**src/hw/rtl/vn_pkg.sv**
```systemverilog
// shared types and constants for the 3d vector normalizer
`default_nettype none

package vn_pkg;

    localparam int unsigned SQRT_STEPS = 32;
    localparam int unsigned DIV_STEPS  = 31;
    localparam int unsigned ST_SQ0     = 3;
    localparam int unsigned ST_DIV0    = ST_SQ0 + SQRT_STEPS + 1;
    localparam int unsigned ST_OUT     = ST_DIV0 + DIV_STEPS + 1;
    localparam int unsigned NSTAGE     = ST_OUT + 1;
    localparam int unsigned THRESH_W   = 17;
    localparam logic [THRESH_W-1:0] THRESH_RESET = 17'd1;

    typedef struct packed {
        logic signed [31:0] comp_z;
        logic signed [31:0] comp_y;
        logic signed [31:0] comp_x;
    } vn_in_t;

    typedef struct packed {
        logic               is_degenerate;
        logic signed [31:0] unit_z;
        logic signed [31:0] unit_y;
        logic signed [31:0] unit_x;
    } vn_out_t;

    typedef struct packed {
        logic [63:0]       n;
        logic [33:0]       rem;
        logic [31:0]       root;
        logic [2:0]        neg;
        logic [2:0][31:0]  absv;
    } vn_sqrt_t;

    typedef struct packed {
        logic [31:0]       mag;
        logic              deg;
        logic [2:0]        neg;
        logic [2:0][31:0]  absv;
        logic [2:0][31:0]  rem;
        logic [2:0][30:0]  dlo;
        logic [2:0][30:0]  quo;
    } vn_div_t;

endpackage

`default_nettype wire

```
**src/hw/rtl/vn_sqrt_step.sv**
```systemverilog
// one registered step of the pipelined integer square root
`default_nettype none

module vn_sqrt_step (
    input  wire logic           aclk,
    input  wire logic           load,
    input  wire vn_pkg::vn_sqrt_t d_in,
    output vn_pkg::vn_sqrt_t    d_out
);

    vn_pkg::vn_sqrt_t data_reg;
    vn_pkg::vn_sqrt_t data_next;
    logic [34:0] rsh;
    logic [34:0] trial;
    logic [34:0] diff;

    always_comb begin
        rsh   = {d_in.rem[32:0], d_in.n[63:62]};
        trial = {1'b0, d_in.root, 2'b01};
        diff  = rsh - trial;
        data_next   = d_in;
        data_next.n = {d_in.n[61:0], 2'b00};
        if (rsh >= trial) begin
            data_next.rem  = diff[33:0];
            data_next.root = {d_in.root[30:0], 1'b1};
        end else begin
            data_next.rem  = rsh[33:0];
            data_next.root = {d_in.root[30:0], 1'b0};
        end
    end

    always_ff @(posedge aclk) begin
        if (load) begin
            data_reg <= data_next;
        end
    end

    assign d_out = data_reg;

endmodule

`default_nettype wire

```
**config.mk**
```make
export PLATFORM = sky130hd
export DESIGN_NAME = vn_sqrt_step
export DESIGN_NICKNAME = d
export VERILOG_FILES = /design/src/hw/rtl/vn_pkg.sv /design/src/hw/rtl/vn_sqrt_step.sv
export SDC_FILE = /design/constraint.sdc
export NUM_CORES = 1
export LEC_CHECK = 0
export BUFFER_PORTS_ARGS = -buffer_cell sky130_fd_sc_hd__buf_4
export CAP_MARGIN = 30
export CORE_AREA = 2 2 178 180
export DETAILED_ROUTE_END_ITERATION = 6
export DIE_AREA = 0 0 180 182
export MAX_ROUTING_LAYER = met4
export PLACE_DENSITY = 0.62
export SLEW_MARGIN = 20
export SYNTH_ARGS = -nofsm -noshare
export SYNTH_HDL_FRONTEND = slang
export SYNTH_SLANG_ARGS = --single-unit
export TNS_END_PERCENT = 100
```
**constraint.sdc**
```tcl
create_clock -name aclk -period 4.18 [get_ports aclk]
set_input_delay 0.836 -clock aclk [delete_from_list [all_inputs] [get_ports aclk]]
set_output_delay 0.836 -clock aclk [all_outputs]
set_load 0.005 [all_outputs]
```
==> reports/results.txt, run 1 <==
initial antenna violation count: 3
number of buffers inserted by hold repair at cts: 0
area of the core region: 31000 µm²
Seq cells post-synth: 227
routed wire length: 32600 µm
clock period minus final worst setup slack: 3160 ps
number of maximum-capacitance violations: 0
max FFs per register: 227
number of flops mapped to enable cells by yosys: 227
total setup violations reported at the end of the flow: 0
instance count after placement with tap cells included: 1463
buffer levels on the longest clock path: 3
static leakage: 6.01 nW
fraction of the mapped netlist area in adder cells: 4.59%
flip-flop cell with the highest count after synthesis: sky130_fd_sc_hd__edfxtp_1
Tightest Pin Transition: 999 ps
average wire per standard cell: 21.5 µm
RSZ-0062 raised after global routing: false
clock tree from TritonCTS: done
simple-gate share of the synthesized area: 6.42%
post-layout worst setup margin: 1020 ps
Top-Level Pins: 460
GRT Resource Usage Total: 19.5%
vertical die dimension: 182 µm
max-slew violations: 0
Crit Path Class: in -> reg
final core utilization: 45.5%
Post-CTS Setup Repair Bufs: 0
initial standard-cell utilization of the core: 29.9%
number of buffers inserted during clock tree synthesis: 27
fill cell instance count of the final layout: 2824
sort of element at the end of the critical path: flip-flop
Hold Fails Final Rpt: 0
Total Nets Final: 1355
share of the synthesized netlist area taken by xor and xnor gates: 2.08%
cell area after synthesis: 9260 µm²
largest family of logic cells by synthesized area: compound AO/OA/AOI/OAI gates
portion of the post-synthesis area used by sequential elements: 73.6%
layout cells sized above 1: 46.4%
post-route antenna net violation count: 0
non-filler cells in the finished layout: 1514
clock sink count: 227
Horiz. Die Dim: 180 µm
number of DRC violations after detailed routing: 0
pwr dens: 434 nW/µm²
total via count in the routed design: 7012
Critical Path Fanout Max: 42
part of the power in combinational logic: 16.7%
P&R area growth vs syn: 52.2%
first-pass GRT wire length: 45800 µm
vias in the first global route: 6987
area fraction in compound gates after synthesis: 9.86%
proportion of synthesized flip-flops having asynchronous set or reset: 0%
Fmax: 317 MHz
post-placement setup slack: 459 ps
Yosys cell types: 62
die footprint: 32800 µm²
leftover overflow at the end of global routing: 0
run status: complete, no violations
required arrival time at the worst endpoint: 4470 ps
clock tree root buffer cell: sky130_fd_sc_hd__clkbuf_16
Cell Int Power: 4.66 mW
HP Class: in -> reg
mux contribution to synthesized area: 0.608%
global placement routability congestion: 0.865
Detail Placement HPWL: 25600 µm
CP arrival: 3440 ps
largest net degree at the start of global routing: 113
Post-Synthesis Mean Instance Area: 15.2 µm²
final clock period utilization by the worst path: 75.5%
critical path launch point type: input port
maximum level of the CTS H-tree: 1
switching component of the power: 1.47 mW
proportion of total power due to net switching: 24.0%
number of optimization iterations in the first detailed-route pass: 5
worst hold margin: 471 ps
maximum ir drop on the vdd rail: 268 µV
Reg power frac: 45.8%
count of synthesis-stage warnings from yosys: 0
post-DR vias/cell: 4.63
total negative slack: 0 ps
Relative slew margins: 33.4%
# port buffers: 456
initial detailed-routing violation count: 456
clock edge transition at the registers on the reported setup and hold paths: 60 ps
number of instances in the synthesized netlist: 608
post-cts resize count: 0
clock network power share: 37.4%
total number of placement rows: 65
[cells in the mapped netlist, types with 4 or more instances]
master,n,area share [%]
sky130_fd_sc_hd__edfxtp_1,227,74
sky130_fd_sc_hd__nand2_1,47,1.9
sky130_fd_sc_hd__inv_1,43,1.7
sky130_fd_sc_hd__o21ai_0,42,2.3
sky130_fd_sc_hd__a21oi_1,36,1.9
sky130_fd_sc_hd__ha_1,34,4.6
sky130_fd_sc_hd__nor2_1,20,0.81
sky130_fd_sc_hd__xnor2_1,16,1.5
sky130_fd_sc_hd__a21o_1,11,0.89
sky130_fd_sc_hd__nand3_1,10,0.54
sky130_fd_sc_hd__nor3_1,8,0.43
sky130_fd_sc_hd__o21a_1,8,0.65
sky130_fd_sc_hd__a31oi_1,6,0.41
sky130_fd_sc_hd__xor2_1,6,0.57
sky130_fd_sc_hd__buf_2,5,0.27
sky130_fd_sc_hd__nand2b_1,5,0.34
sky130_fd_sc_hd__nor2b_1,5,0.34
sky130_fd_sc_hd__o31ai_1,5,0.41
sky130_fd_sc_hd__clkbuf_1,4,0.16
sky130_fd_sc_hd__nand4_1,4,0.27
sky130_fd_sc_hd__o21bai_1,4,0.32
[power by group through the flow]
stage | Clock, mW | Sequential, mW | Combinational (mW)
finish | 2.29 | 2.81 | 1.03
global route | 2.44 | 2.83 | 1.11
CTS | 2.36 | 2.81 | 1.04
detailed placement | 0 | 2.85 | 1.04
global placement | 0 | 2.85 | 1.03
floorplan | 0 | 2.88 | 0.324
[worst paths after layout]
check | from | endpoint | cells after the start
hold / removal | d_in[176] | d_out[178] | 1
setup / recovery | d_in[117] | d_out[135] | 11
[cell type report]
| cell class | count | area (µm²) | area share [%] |
|---|---|---|---|
| timing repair buffer | 467 | 3560 | 25.3 |
| tap | 402 | 503 | 3.57 |
| sequential | 227 | 6820 | 48.3 |
| multi-input combinational | 323 | 2200 | 15.6 |
| inverter | 44 | 165 | 1.17 |
| antenna | 3 | 7.51 | 0.0532 |
| clock buffer | 34 | 702 | 4.98 |
| clock inverter | 14 | 148 | 1.05 |
[stage by stage]
| step | total power, mW | cell area (µm²) |
|---|---|---|
| after global routing | 6.38 | 14100 |
| after detailed placement | 3.89 | 13200 |
| final | 6.13 | 14100 |
| after CTS | 6.21 | 14100 |
| after global placement | 3.88 | 13200 |
| after floorplan | 3.20 | 9270 |
[cells by family after synthesis]
family / Yosys count
flops: 227
compound gates: 141
simple gates: 119
buf+inv: 59
fa+ha+maj: 34
xor+xnor: 22
mux: 5
other cells: 1
[critical path: stages]
cell	delay (ps)
sky130_fd_sc_hd__buf_4	90
sky130_fd_sc_hd__inv_1	40
sky130_fd_sc_hd__ha_1	340
sky130_fd_sc_hd__a21o_1	190
sky130_fd_sc_hd__a211o_1	270
sky130_fd_sc_hd__a211o_1	300
sky130_fd_sc_hd__a211o_1	360
sky130_fd_sc_hd__and2_4	210
sky130_fd_sc_hd__a31oi_4	190
sky130_fd_sc_hd__buf_12	240
sky130_fd_sc_hd__mux2_2	350
[cells in the final DEF, fill, tap and decap left out, types with 4 or more instances in the layout]
cell type and count:
sky130_fd_sc_hd__a21o_1 11, sky130_fd_sc_hd__a21oi_1 36, sky130_fd_sc_hd__a31oi_1 6, sky130_fd_sc_hd__buf_12 4
sky130_fd_sc_hd__buf_4 462, sky130_fd_sc_hd__clkbuf_1 7, sky130_fd_sc_hd__clkbuf_16 27, sky130_fd_sc_hd__clkinv_1 6
sky130_fd_sc_hd__edfxtp_1 227, sky130_fd_sc_hd__ha_1 34, sky130_fd_sc_hd__inv_1 43, sky130_fd_sc_hd__nand2_1 47
sky130_fd_sc_hd__nand2b_1 5, sky130_fd_sc_hd__nand3_1 10, sky130_fd_sc_hd__nand4_1 4, sky130_fd_sc_hd__nor2_1 20
sky130_fd_sc_hd__nor2b_1 5, sky130_fd_sc_hd__nor3_1 8, sky130_fd_sc_hd__o21a_1 8, sky130_fd_sc_hd__o21ai_0 42
sky130_fd_sc_hd__o21bai_1 4, sky130_fd_sc_hd__o31ai_1 5, sky130_fd_sc_hd__xnor2_1 16, sky130_fd_sc_hd__xor2_1 6
[layer usage]
layer,wire length [µm],share of wire (%),GRT usage [%]
met1,13100,40,23.2
met4,863,2.6,5.76
met3,2620,8.0,5.88
met2,16100,49,32.0
met5,0,0,-
(Power assumes the default switching activity.)
==> run 2, diff against run 1 <==
--- a/config.mk
+++ b/config.mk
@@ -11,7 +11,7 @@
 export DETAILED_ROUTE_END_ITERATION = 6
 export DIE_AREA = 0 0 180 182
 export MAX_ROUTING_LAYER = met4
-export PLACE_DENSITY = 0.62
+export PLACE_DENSITY = 0.65
 export SLEW_MARGIN = 20
 export SYNTH_ARGS = -nofsm -noshare
 export SYNTH_HDL_FRONTEND = slang
==> constraint.sdc (replaced) <==
create_clock -name aclk -period 2.7 [get_ports aclk]
set_input_delay 0.54 -clock aclk [delete_from_list [all_inputs] [get_ports aclk]]
set_output_delay 0.54 -clock aclk [all_outputs]
set_load 0.005 [all_outputs]
==> run 2 against run 1 <==
  * Utilization increased by 3.5 points
  * First-iteration DRC count increased by 32%
  * Count of clock-buffer cells in the layout decreased by 3
  * Sequential power increased by 55%
  * Critical endpoint is now d_out[157]
  * Global-route usage increased by 0.71 points
  * Worst setup slack got worse by 920 ps
  * Design area increased by 7.7%
  * Highest routed layer unchanged
  * Non-clock buffer count increased by 114
  * Final cell count increased by 7.8%
==> reports/results.txt, run 2 (same netlist as run 1, synthesis figures left out) <==
largest net degree at the start of global routing: 62
layout cells sized above 1: 52.9%
post-cts resize count: 0
maximum ir drop on the vdd rail: 501 µV
number of maximum-capacitance violations: 0
die footprint: 32800 µm²
initial antenna violation count: 9
initial standard-cell utilization of the core: 29.9%
run status: complete, no violations
clock tree root buffer cell: sky130_fd_sc_hd__clkbuf_16
routed wire length: 34100 µm
P&R area growth vs syn: 64.0%
footprint of the multi-input gates: 2330 µm²
average wire per standard cell: 20.9 µm
max-slew violations: 0
total setup violations reported at the end of the flow: 0
Total Power: 9.82 mW
buffer levels on the longest clock path: 3
pwr dens: 647 nW/µm²
clock tree from TritonCTS: done
first-pass GRT wire length: 48100 µm
GRT Resource Usage Total: 20.2%
CP arrival: 2870 ps
number of buffers inserted by hold repair at cts: 0
final clock period utilization by the worst path: 96.2%
# port buffers: 456
Total Nets Final: 1468
area taken by flip-flops and latches: 6820 µm²
Horiz. Die Dim: 180 µm
instance count after placement with tap cells included: 1577
Relative slew margins: 54.0%
number of optimization iterations in the first detailed-route pass: 5
initial detailed-routing violation count: 604
area of the core region: 31000 µm²
Post-CTS Setup Repair Bufs: 0
number of DRC violations after detailed routing: 0
most frequent cells in the layout: sky130_fd_sc_hd__buf_4, sky130_fd_sc_hd__edfxtp_1, sky130_fd_sc_hd__nand2_1, sky130_fd_sc_hd__inv_1, sky130_fd_sc_hd__o21ai_0
clock period minus final worst setup slack: 2600 ps
post-route antenna net violation count: 0
final core utilization: 49.0%
critical path launch point type: input port
HP Class: in -> reg
leftover overflow at the end of global routing: 0
Hold Fails Final Rpt: 0
vias in the first global route: 7548
maximum level of the CTS H-tree: 1
global placement routability congestion: 0.882
combined buffer and inverter count along the critical path: 3
Critical Path Fanout Max: 3
clock edge transition at the registers on the reported setup and hold paths: 60 ps
Fmax: 385 MHz
number of buffers inserted during clock tree synthesis: 26
total via count in the routed design: 7522
required arrival time at the worst endpoint: 2970 ps
post-DR vias/cell: 4.61
max FFs per register: 227
total number of placement rows: 65
most frequent standard cell in the layout excluding fill and tap cells: sky130_fd_sc_hd__buf_4
non-filler cells in the finished layout: 1632
static leakage: 6.60 nW
worst-path cell with the longest stage delay: sky130_fd_sc_hd__a2111oi_4
Crit Path Class: in -> reg
Worst path top cell family by delay: compound AO/OA/AOI/OAI gates
critical path, cell by cell: buf_4 -> inv_1 -> ha_4 -> nor2b_1 -> o31a_1 -> o31a_1 -> o31a_1 -> o41ai_4 -> buf_4 -> o21ai_2 -> a2111oi_4 -> nor3_2
Top-Level Pins: 460
fill cell instance count of the final layout: 2739
critical path's largest stage delay: 390 ps
Tightest Pin Transition: 688 ps
sort of element at the end of the critical path: flip-flop
cell repeated most along the worst path: sky130_fd_sc_hd__o31a_1
Detail Placement HPWL: 27200 µm
clock sink count: 227
vertical die dimension: 182 µm
[run 2: cell count changes in the layout (fill, tap and decap cells not counted), sizes merged]
cell	delta
bufinv	+1
inv	-1
clkinv	+2
clkinvlp	+1
buf	+114
clkbuf	-3
diode	+4
[run 2: worst paths after layout]
check | start | end | slack (ps) | depth (start not counted)
hold / removal | d_in[29] | d_out[29] | 190 | 1
setup / recovery | d_in[99] | d_out[157] | 100 | 12
[run 2: cell type report]
| type | instances | area share, % |
|---|---|---|
| Timing Repair Buffer | 581 | 29.4 |
| Multi-Input combinational cell | 323 | 15.3 |
| Clock buffer | 31 | 4.55 |
| Sequential cell | 227 | 44.9 |
| Clock inverter | 17 | 1.23 |
| Inverter | 44 | 1.15 |
| Tap cell | 402 | 3.31 |
| Antenna cell | 7 | 0.115 |
[run 2: where the power goes]
group	total, mW	leakage, nW	switching [mW]	internal, mW
clock	3.62	0.417	1.42	2.20
combinational	1.85	3.97	0.820	1.03
sequential	4.35	2.22	0.0954	4.26
[run 2: stage by stage]
step / TNS (ps) / instance area, µm² / setup WS, ps / hold slack, ps
after detailed placement: -10740 / 14300 / -475 / 719
final: 0 / 15200 / 102 / 187
after global placement: -10700 / 14300 / -404 / 719
after floorplan: -393 / 9400 / -223 / 639
after CTS: 0 / 15100 / 88.5 / 157
after global routing: -13.4 / 15200 / -13.4 / 160
[run 2: routing by layer]
metal	global-route usage (%)	vias to the layer above	part of all wire, %
met3	6.06	41	7.6
met5	-	-	0
li1	-	3511	-
met1	24.7	3635	41
met2	33.5	335	49
met4	3.84	0	1.7
