--- config.mk ---
export PLATFORM = sky130hd
export DESIGN_NAME = vn_div_step
export DESIGN_NICKNAME = d
export VERILOG_FILES = /design/src/hw/rtl/vn_pkg.sv /design/src/hw/rtl/vn_div_step.sv
export SDC_FILE = /design/constraint.sdc
export NUM_CORES = 1
export LEC_CHECK = 0
export ABC_CLOCK_PERIOD_IN_PS = 9500
export BUFFER_PORTS_ARGS = -buffer_cell sky130_fd_sc_hd__buf_4
export CORE_AREA = 2 2 323 325
export CTS_BUF_LIST = sky130_fd_sc_hd__clkbuf_4 sky130_fd_sc_hd__clkbuf_8
export CTS_CLUSTER_DIAMETER = 150
export DETAILED_ROUTE_END_ITERATION = 12
export DIE_AREA = 0 0 325 327
export GPL_ROUTABILITY_DRIVEN = 0
export HOLD_SLACK_MARGIN = 0.03
export PLACE_DENSITY = 0.47
export SLEW_MARGIN = 20
export SYNTH_ARGS = -nofsm -noshare
export SYNTH_HDL_FRONTEND = slang
export SYNTH_SLANG_ARGS = --single-unit
--- constraint.sdc ---
create_clock -name aclk -period 9.5 [get_ports aclk]
set_input_delay 1.425 -clock aclk [delete_from_list [all_inputs] [get_ports aclk]]
set_output_delay 1.425 -clock aclk [all_outputs]
set_load 0.01 [all_outputs]
--- src/hw/rtl/vn_pkg.sv ---
// shared types and constants for the 3d vector normalizer
`default_nettype none

package vn_pkg;

    localparam int unsigned SQRT_STEPS = 32;
    localparam int unsigned DIV_STEPS  = 31;
    localparam int unsigned ST_SQ0     = 3;
    localparam int unsigned ST_DIV0    = ST_SQ0 + SQRT_STEPS + 1;
    localparam int unsigned ST_OUT     = ST_DIV0 + DIV_STEPS + 1;
    localparam int unsigned NSTAGE     = ST_OUT + 1;
    localparam int unsigned THRESH_W   = 17;
    localparam logic [THRESH_W-1:0] THRESH_RESET = 17'd1;

    typedef struct packed {
        logic signed [31:0] comp_z;
        logic signed [31:0] comp_y;
        logic signed [31:0] comp_x;
    } vn_in_t;

    typedef struct packed {
        logic               is_degenerate;
        logic signed [31:0] unit_z;
        logic signed [31:0] unit_y;
        logic signed [31:0] unit_x;
    } vn_out_t;

    typedef struct packed {
        logic [63:0]       n;
        logic [33:0]       rem;
        logic [31:0]       root;
        logic [2:0]        neg;
        logic [2:0][31:0]  absv;
    } vn_sqrt_t;

    typedef struct packed {
        logic [31:0]       mag;
        logic              deg;
        logic [2:0]        neg;
        logic [2:0][31:0]  absv;
        logic [2:0][31:0]  rem;
        logic [2:0][30:0]  dlo;
        logic [2:0][30:0]  quo;
    } vn_div_t;

endpackage

`default_nettype wire

--- src/hw/rtl/vn_div_step.sv ---
// one registered quotient-bit step of the three-lane divider
`default_nettype none

module vn_div_step (
    input  wire logic          aclk,
    input  wire logic          load,
    input  wire vn_pkg::vn_div_t d_in,
    output vn_pkg::vn_div_t    d_out
);

    vn_pkg::vn_div_t data_reg;
    vn_pkg::vn_div_t data_next;
    logic [2:0][32:0] rsh;
    logic [2:0][32:0] diff;

    always_comb begin
        data_next = d_in;
        for (int i = 0; i < 3; i++) begin
            rsh[i]  = {d_in.rem[i], d_in.dlo[i][30]};
            diff[i] = rsh[i] - {1'b0, d_in.mag};
            data_next.dlo[i] = {d_in.dlo[i][29:0], 1'b0};
            if (rsh[i] >= {1'b0, d_in.mag}) begin
                data_next.rem[i] = diff[i][31:0];
                data_next.quo[i] = {d_in.quo[i][29:0], 1'b1};
            end else begin
                data_next.rem[i] = rsh[i][31:0];
                data_next.quo[i] = {d_in.quo[i][29:0], 1'b0};
            end
        end
    end

    always_ff @(posedge aclk) begin
        if (load) begin
            data_reg <= data_next;
        end
    end

    assign d_out = data_reg;

endmodule

`default_nettype wire

==> results of run 1 <==
layer usage:
layer	vias up	GRT usage	routed length (um)
met3	146	0.0873	10600
met5	-	0	182
met1	7313	0.188	36100
li1	7016	-	-
met4	30	0.0606	3160
met2	619	0.329	51300
cell families after synthesis:
group           synth area share
flops                      0.660
compound gates             0.126
simple gates              0.0739
buf+inv                   0.0258
fa+ha+maj                 0.0675
xor+xnor                  0.0379
mux                      0.00897
other cells             0.000201
metrics by stage:
stage | util | std cells | cell area, sq um
floorplan | - | 1385 | 18700
global placement | 0.257 | 3546 | 26400
detailed placement | 0.257 | 3546 | 26400
CTS | 0.274 | 3706 | 28200
global route | 0.274 | 3707 | 28200
finish | 0.274 | 3716 | 28200
cells in the mapped netlist (all sizes together), types with 21 or more instances:
| cell | n |
|---|---|
| edfxtp | 411 |
| inv | 61 |
| nand2 | 127 |
| a21oi | 106 |
| nor2 | 66 |
| a31oi | 22 |
| xnor2 | 49 |
| clkbuf | 26 |
| buf | 22 |
| xor2 | 32 |
| a21o | 35 |
| nand4 | 21 |
| nand3 | 25 |
| ha | 96 |
| o21ai | 105 |
critical path: stages:
cell and delay (ns):
buf_4 0.11, inv_1 0.30, ha_1 0.38, a21oi_1 0.23, o21ai_0 0.15, a221oi_1 0.29
o21ai_0 0.15, a31oi_2 0.39, o21ai_2 0.21, a21oi_4 0.37, buf_4 0.50, mux2_2 0.40
power breakdown:
part	internal, mW	switching [mW]
clock	1.07	0.912
combinational	0.509	0.656
sequential	2.22	0.0560
total	3.79	1.62
layout make-up:
| type | instances | area [sq um] | share of cell area |
|---|---|---|---|
| clock buffers | 103 | 1320 | 0.0467 |
| flip-flops and latches | 411 | 12300 | 0.438 |
| multi-input cells | 865 | 5890 | 0.209 |
| inverters | 61 | 229 | 0.00812 |
| diodes | 10 | 25.0 | 0.000887 |
| repair buffers | 829 | 6260 | 0.222 |
| well taps | 1380 | 1730 | 0.0612 |
| clock inverters | 57 | 423 | 0.0150 |
final timing paths:
| kind | endpoint | slack [ns] |
|---|---|---|
| max | d_out[234]$_DFFE_PP_ | 4.99 |
| min | d_out[330]$_DFFE_PP_ | 0.89 |
==> out/results.tsv, run 1 <==
stage	metric	value	unit
synthesis	synth.area.top_cells	edfxtp_1 66%, ha_1 6.4%, a21oi_1 2.8%, nand2_1 2.5%, o21ai_0 2.5%	
synthesis	synth_area_leader_cell	edfxtp_1	
routing	num_vias	15100	
die	core	103000	sq um
clock_network	htree_levels	3	
clock_network	clock-sinks	411	
run_status	status	finished clean	
worst_setup_path	worstPathMaxFanout	48	
clock_network	clockBufferDepth	3	
die	fp.dieArea	106000	sq um
sta	relSlewSlack	0.324	
die	rows	118	
power_and_ir_drop	power.total	5.42	mW
worst_setup_path	criticalPathCategory	in -> reg	
clock_network	ctsHoldBuffers	0	
synthesis	synth-async-reset-ratio	0	
synthesis	synth_edf_count	411	
die	ios	830	
worst_setup_path	worstPathRequired	9.94	ns
routing	wl_per_cell	27.3	um
routing	first_iter_violations	818	
worst_setup_path	arrival	4.95	ns
sta	slew_viol_final	0	
sta	finalSetupViolations	0	
clock_network	cts_tree	built	
synthesis	yosysUniqueCellTypes	75	
run	drv_cap	0	
synthesis	synth-seq-area-share	0.660	
die	die_h	327	um
final_layout	largest_register_ffs	411	
sta	post-route-period-util	0.474	
place	pre_cts_ws	4.24	ns
clock_network	cts_setup_buffers	0	
clock_network	root_buffer	clkbuf_8	
die	initial_core_util	0.182	
sta	timing.final.crit_period	4.51	ns
synthesis	synth_top_area_share	0.660	
sta	hold_viol_final	0	
sta	fin_ws	4.99	ns
final_layout	fillers	10800	
power_and_ir_drop	power_density	192	nW/um^2
synthesis	synth_top_flop_cell	edfxtp_1	
routing	drt-pass1-iter-count	5	
synthesis	yosys_register_bits	411	
clock_network	cts_buffers	86	
worst_hold_path	worst_hold_startpoint	d_in[330]	
sta	timing.fmax	222	MHz
sta	fin_tns_setup	0	ns
global_routing	grt_pass1_wl	133	mm
power_and_ir_drop	power.leakage	11.7	nW
worst_hold_path	holdPathStages	1	
worst_setup_path	crit_start	d_in[396]	
final_layout	area_delta_synth_final	50.9	%
final_layout	final_cell_mix	826 x buf_4, 411 x edfxtp_1, 127 x nand2_1	
final_layout	layout-drive-gt1-share	0.429	
routing	post-route-drc-count	0	
worst_setup_path	cp-end-kind	flop	
global_routing	grt_overflow	0	
place	dpl.hpwl	84.2	mm
global_routing	grt_max_degree	144	
global_routing	track_usage	0.184	
routing	ant_nets	0	
global_routing	antenna_found_initial	37	
global_routing	grt_pass1_vias	15600	
die	die_w	325	um
final_layout	nets	2769	
sta	timing.hold.ws	0.891	ns
sta	rsz0062_at_grt	false	
power_and_ir_drop	vdd_drop_max	0.103	mV
worst_hold_path	hold_class	in -> reg	
routing	routed_wl	101	mm
clock_network	path_clk_slew	0.07	ns
final_layout	layout_commonest_cell	buf_4	
clock_network	ctsResizeCount	0	
synthesis	avgSynthCellArea	13.5	sq um
place	io_buffers	823	
sta	worstMarginPinSlew	1.01	ns
synthesis	synthCells	1383	
routing	viasPerCell	4.07	
worst_setup_path	cp-start-kind	input port	
synthesis	ys_warn_count	0	
synthesis	syn-cell-area	18700	sq um
Power figures use the tool's default switching activity.
==> run 2: changes to the inputs <==
Settings changed: ABC_CLOCK_PERIOD_IN_PS 9500 to 3750, CORE_AREA 2 2 323 325 to 2 2 325 327, DIE_AREA 0 0 325 327 to 0 0 327 329, PLACE_DENSITY 0.47 to 0.48.
Clock period 9.5 ns to 3.75 ns, I/O delays scaled along.
==> out/results.tsv, run 2 (synthesis results as in run 1) <==
stage	metric	value	unit
worst_setup_path	cp-start-kind	input port	
routing	routed_wl	105	mm
routing	ant_nets	0	
power_and_ir_drop	power_density	441	nW/um^2
worst_hold_path	hold_class	in -> reg	
worst_setup_path	worstPathMaxFanout	5	
routing	post-route-drc-count	0	
final_layout	largest_register_ffs	411	
sta	fin_tns_setup	0	ns
place	dpl.hpwl	85.5	mm
power_and_ir_drop	p_sw	4.24	mW
die	initial_core_util	0.179	
worst_setup_path	cp_cell_sequence	dlygate4sd3_1, buf_4, inv_1, ha_1, a21oi_1, nand2_1, a21o_1, a21oi_1, a31oi_4, buf_4, a311oi_1, xnor2_1, mux2_1	
routing	drt-pass1-iter-count	5	
global_routing	grt_pass1_vias	17200	
run_status	status	finished clean	
final_layout	layout-drive-gt1-share	0.394	
clock_network	ctsHoldBuffers	310	
clock_network	htree_levels	3	
sta	rsz0062_at_grt	false	
clock_network	cts_setup_buffers	0	
die	ios	830	
worst_setup_path	worstPathRequired	4.18	ns
power_and_ir_drop	pwr-share-seq	0.410	
worst_hold_path	min_to	d_out[249]$_DFFE_PP_	
final_layout	layout_commonest_cell	buf_4	
worst_hold_path	holdPathStages	3	
global_routing	antenna_found_initial	33	
die	rows	119	
die	die_h	329	um
global_routing	grt_max_degree	68	
power_and_ir_drop	p_int	9.85	mW
final_layout	area_delta_synth_final	70.8	%
power_and_ir_drop	pwr-share-comb	0.243	
run	drv_cap	0	
sta	hold_viol_final	0	
final_layout	multi_input_area	5890	sq um
global_routing	grt_overflow	0	
sta	timing.fmax	286	MHz
worst_setup_path	slowest_delay	0.65	ns
sta	finalSetupViolations	0	
power_and_ir_drop	power.leakage	13.4	nW
sta	post-route-period-util	0.931	
power_and_ir_drop	p_sw_frac	0.301	
power_and_ir_drop	clkPwrFrac	0.348	
final_layout	seq_area	12300	sq um
clock_network	ctsResizeCount	0	
sta	relSlewSlack	0.484	
die	core	104000	sq um
worst_hold_path	worst_hold_startpoint	d_in[248]	
power_and_ir_drop	vdd_drop_max	0.228	mV
routing	num_vias	16700	
worst_setup_path	path_delay_family	buffers and inverters	
die	fp.dieArea	108000	sq um
worst_setup_path	cp.buffers_inverters	4	
final_layout	nets	3152	
global_routing	track_usage	0.187	
clock_network	cts_buffers	85	
final_layout	fillers	10800	
clock_network	root_buffer	clkbuf_8	
clock_network	path_clk_slew	0.06	ns
global_routing	grt_pass1_wl	139	mm
sta	slew_viol_final	0	
routing	wl_per_cell	25.5	um
final_layout	final_cell_mix	893 x buf_4, 411 x edfxtp_1, 310 x dlygate4sd3_1	
worst_setup_path	slowest_stage	dlygate4sd3_1	
worst_setup_path	cp-end-kind	flop	
sta	timing.final.crit_period	3.49	ns
worst_setup_path	criticalPathCategory	in -> reg	
clock_network	clock-sinks	411	
power_and_ir_drop	power.total	14.1	mW
clock_network	clockBufferDepth	3	
die	die_w	327	um
sta	worstMarginPinSlew	0.774	ns
routing	first_iter_violations	1141	
worst_setup_path	arrival	3.92	ns
routing	viasPerCell	4.05	
clock_network	cts_tree	built	
place	io_buffers	823	
[run 2: power by group through the flow]
stage	registers, mW	clock network, mW	logic (mW)
6_report	5.77	4.90	3.42
5_1_grt	5.82	5.29	3.66
4_1_cts	5.78	5.12	3.49
3_5_place_dp	5.85	0	3.17
3_3_place_gp	5.86	0	3.16
2_1_floorplan	6.07	0	0.994
[run 2: cell type report]
cell class / count / area share
Antenna cell: 16 / 0.00125
Clock buffer: 110 / 0.0427
Clock inverter: 46 / 0.0102
Inverter: 61 / 0.00717
Multi-Input combinational cell: 865 / 0.184
Sequential cell: 411 / 0.386
Tap cell: 1391 / 0.0545
Timing Repair Buffer: 1213 / 0.313
[run 2: stage by stage]
| step | cell area [sq um] | utilization | setup slack (ns) | std cells | hold WS, ns |
|---|---|---|---|---|---|
| after CTS | 31900 | 0.306 | 0.296 | 4097 | 0.0328 |
| final | 31900 | 0.306 | 0.259 | 4113 | 0.121 |
| after detailed placement | 27100 | 0.260 | 0.0649 | 3631 | 0.742 |
| after global routing | 31900 | 0.306 | 0.118 | 4105 | 0.0857 |
| after floorplan | 18700 | - | 0.552 | 1385 | 0.661 |
| after global placement | 27100 | 0.260 | 0.0490 | 3631 | 0.741 |
[run 2: how the worst max path moves through the flow]
| stage | start | to | slack [ns] | cells past startpoint |
|---|---|---|---|---|
| 6_report | d_in[396] | d_out[207]$_DFFE_PP_ | 0.26 | 13 |
| 3_5_place_dp | d_in[382] | d_out[212]$_DFFE_PP_ | 0.06 | 13 |
| 5_1_grt | d_in[397] | d_out[189]$_DFFE_PP_ | 0.12 | 12 |
| 2_1_floorplan | d_in[123] | d_out[214]$_DFFE_PP_ | 0.55 | 12 |
| 4_1_cts | d_in[397] | d_out[207]$_DFFE_PP_ | 0.30 | 12 |
| 3_3_place_gp | d_in[382] | d_out[212]$_DFFE_PP_ | 0.05 | 13 |
[run 2: layer usage]
| layer | global-route usage | vias up | wire, um |
|---|---|---|---|
| met5 | 0 | - | 149 |
| met2 | 0.335 | 640 | 53100 |
| met3 | 0.0656 | 149 | 9170 |
| li1 | - | 7781 | - |
| met1 | 0.202 | 8077 | 38700 |
| met4 | 0.0697 | 22 | 3800 |
==> run 3: changes to the inputs <==
Settings changed: CELL_PAD_IN_SITES_DETAIL_PLACEMENT set to 1, CELL_PAD_IN_SITES_GLOBAL_PLACEMENT set to 1, CORE_AREA 2 2 325 327 to 2 2 319 321, DIE_AREA 0 0 327 329 to 0 0 321 323, PLACE_DENSITY 0.48 to 0.57.
==> out/results.tsv, run 3 (synthesis results as in run 1) <==
stage	metric	value	unit
run_status	status	finished clean	
power_and_ir_drop	power_density	442	nW/um^2
die	die_h	323	um
clock_network	ctsHoldBuffers	315	
die	core	101000	sq um
power_and_ir_drop	pwr-share-seq	0.413	
final_layout	nets	3169	
sta	finalSetupViolations	0	
place	dpl.hpwl	93.2	mm
clock_network	root_buffer	clkbuf_8	
worst_setup_path	worstPathRequired	4.19	ns
routing	wl_per_cell	28.4	um
final_layout	fin_cells	4043	
global_routing	grt_pass1_wl	153	mm
place	io_buffers	823	
place	dp_cells	3561	
final_layout	largest_register_ffs	411	
sta	fin_tns_setup	0	ns
routing	first_iter_violations	1001	
worst_hold_path	holdPathStages	3	
global_routing	grt_pass1_vias	18700	
worst_hold_path	min_to	d_out[221]$_DFFE_PP_	
power_and_ir_drop	pwr-share-comb	0.248	
worst_setup_path	worstPathMaxFanout	5	
global_routing	grt_max_degree	76	
clock_network	ctsResizeCount	0	
global_routing	track_usage	0.214	
sta	rsz0062_at_grt	false	
sta	post-route-period-util	0.950	
run	drv_cap	0	
routing	drt-pass1-iter-count	5	
die	fp.dieArea	104000	sq um
die	initial_core_util	0.186	
die	ios	830	
sta	hold_viol_final	0	
routing	viasPerCell	4.28	
clock_network	path_clk_slew	0.05	ns
power_and_ir_drop	p_int	9.72	mW
final_layout	final_cell_mix	907 x buf_4, 411 x edfxtp_1, 315 x dlygate4sd3_1	
worst_setup_path	arrival	4.01	ns
routing	top_layer	met5	
routing	num_vias	17300	
power_and_ir_drop	vdd_drop_max	0.207	mV
clock_network	cts_buffers	85	
final_layout	area_delta_synth_final	70.5	%
clock_network	clock-sinks	411	
routing	wl_met3	11.4	mm
power_and_ir_drop	p_sw	4.36	mW
power_and_ir_drop	power.leakage	13.4	nW
routing	routed_wl	115	mm
sta	relSlewSlack	0.423	
worst_hold_path	hold_class	in -> reg	
final_layout	layout_commonest_cell	buf_4	
global_routing	grt_overflow	0	
global_routing	antenna_found_initial	46	
clock_network	htree_levels	3	
die	rows	117	
sta	worstMarginPinSlew	0.865	ns
power_and_ir_drop	p_sw_frac	0.310	
worst_setup_path	criticalPathCategory	in -> reg	
routing	post-route-drc-count	0	
sta	slew_viol_final	0	
routing	wl_met2	56.1	mm
worst_setup_path	cp-start-kind	input port	
final_layout	layout-drive-gt1-share	0.395	
power_and_ir_drop	clkPwrFrac	0.339	
clock_network	cts_setup_buffers	0	
routing	ant_nets	0	
sta	timing.fmax	281	MHz
worst_setup_path	cp-end-kind	flop	
clock_network	clockBufferDepth	3	
clock_network	cts_tree	built	
worst_hold_path	worst_hold_startpoint	d_in[220]	
sta	timing.hold.ws	0.146	ns
sta	timing.final.crit_period	3.56	ns
die	die_w	321	um
routing	wirelength_met1	41.7	mm
-- run 3: critical path, cell delays in order --
cell and delay (ns):
dlygate4sd3_1 0.64, buf_4 0.15, inv_1 0.06, buf_4 0.17, ha_1 0.33, a21oi_1 0.42
nand2_1 0.15, a21o_1 0.20, a21oi_1 0.24, a31oi_4 0.08, buf_4 0.18, a311oi_1 0.41
xnor2_1 0.11, mux2_1 0.29
-- run 3: worst max path at each step --
stage | from | to | slack [ns] | depth (start not counted)
3_5_place_dp | d_in[123] | d_out[212]$_DFFE_PP_ | 0.02 | 14
5_1_grt | d_in[398] | d_out[218]$_DFFE_PP_ | 0.11 | 14
4_1_cts | d_in[386] | d_out[218]$_DFFE_PP_ | 0.33 | 14
6_report | d_in[396] | d_out[207]$_DFFE_PP_ | 0.19 | 14
3_3_place_gp | d_in[123] | d_out[212]$_DFFE_PP_ | -0.07 | 14
2_1_floorplan | d_in[123] | d_out[214]$_DFFE_PP_ | 0.55 | 12
-- run 3: per-layer routing --
layer  GRT usage  vias to the layer above
met5           0                        -
met4      0.0927                       46
met3      0.0923                      208
met2       0.369                      719
met1       0.228                     8523
li1            -                     7808
-- run 3: stage by stage --
| step | total power [mW] | cell area, sq um | utilization | worst slack [ns] |
|---|---|---|---|---|
| floorplan | 7.07 | 18700 | - | 0.552 |
| global placement | 9.06 | 27100 | 0.269 | -0.0680 |
| global route | 14.7 | 31900 | 0.316 | 0.106 |
| detailed placement | 9.09 | 27100 | 0.269 | 0.0160 |
| CTS | 14.3 | 31800 | 0.316 | 0.328 |
| finish | 14.1 | 31900 | 0.316 | 0.186 |
-- run 3: cell type report --
| cell class | count | area, sq um |
|---|---|---|
| Sequential cell | 411 | 12300 |
| Antenna cell | 18 | 45.0 |
| Tap cell | 1309 | 1640 |
| Multi-Input combinational cell | 865 | 5890 |
| Inverter | 61 | 229 |
| Fill cell | 11100 | 68800 |
| Timing Repair Buffer | 1230 | 10100 |
| Clock inverter | 37 | 234 |
| Clock buffer | 112 | 1380 |
-- run 3: power groups by stage --
| stage | sequential [mW] | combinational (mW) | clock (mW) |
|---|---|---|---|
| after global placement | 5.89 | 3.17 | 0 |
| after CTS | 5.81 | 3.54 | 4.98 |
| final | 5.81 | 3.49 | 4.78 |
| after global routing | 5.85 | 3.74 | 5.13 |
| after detailed placement | 5.88 | 3.20 | 0 |
| after floorplan | 6.07 | 0.994 | 0 |
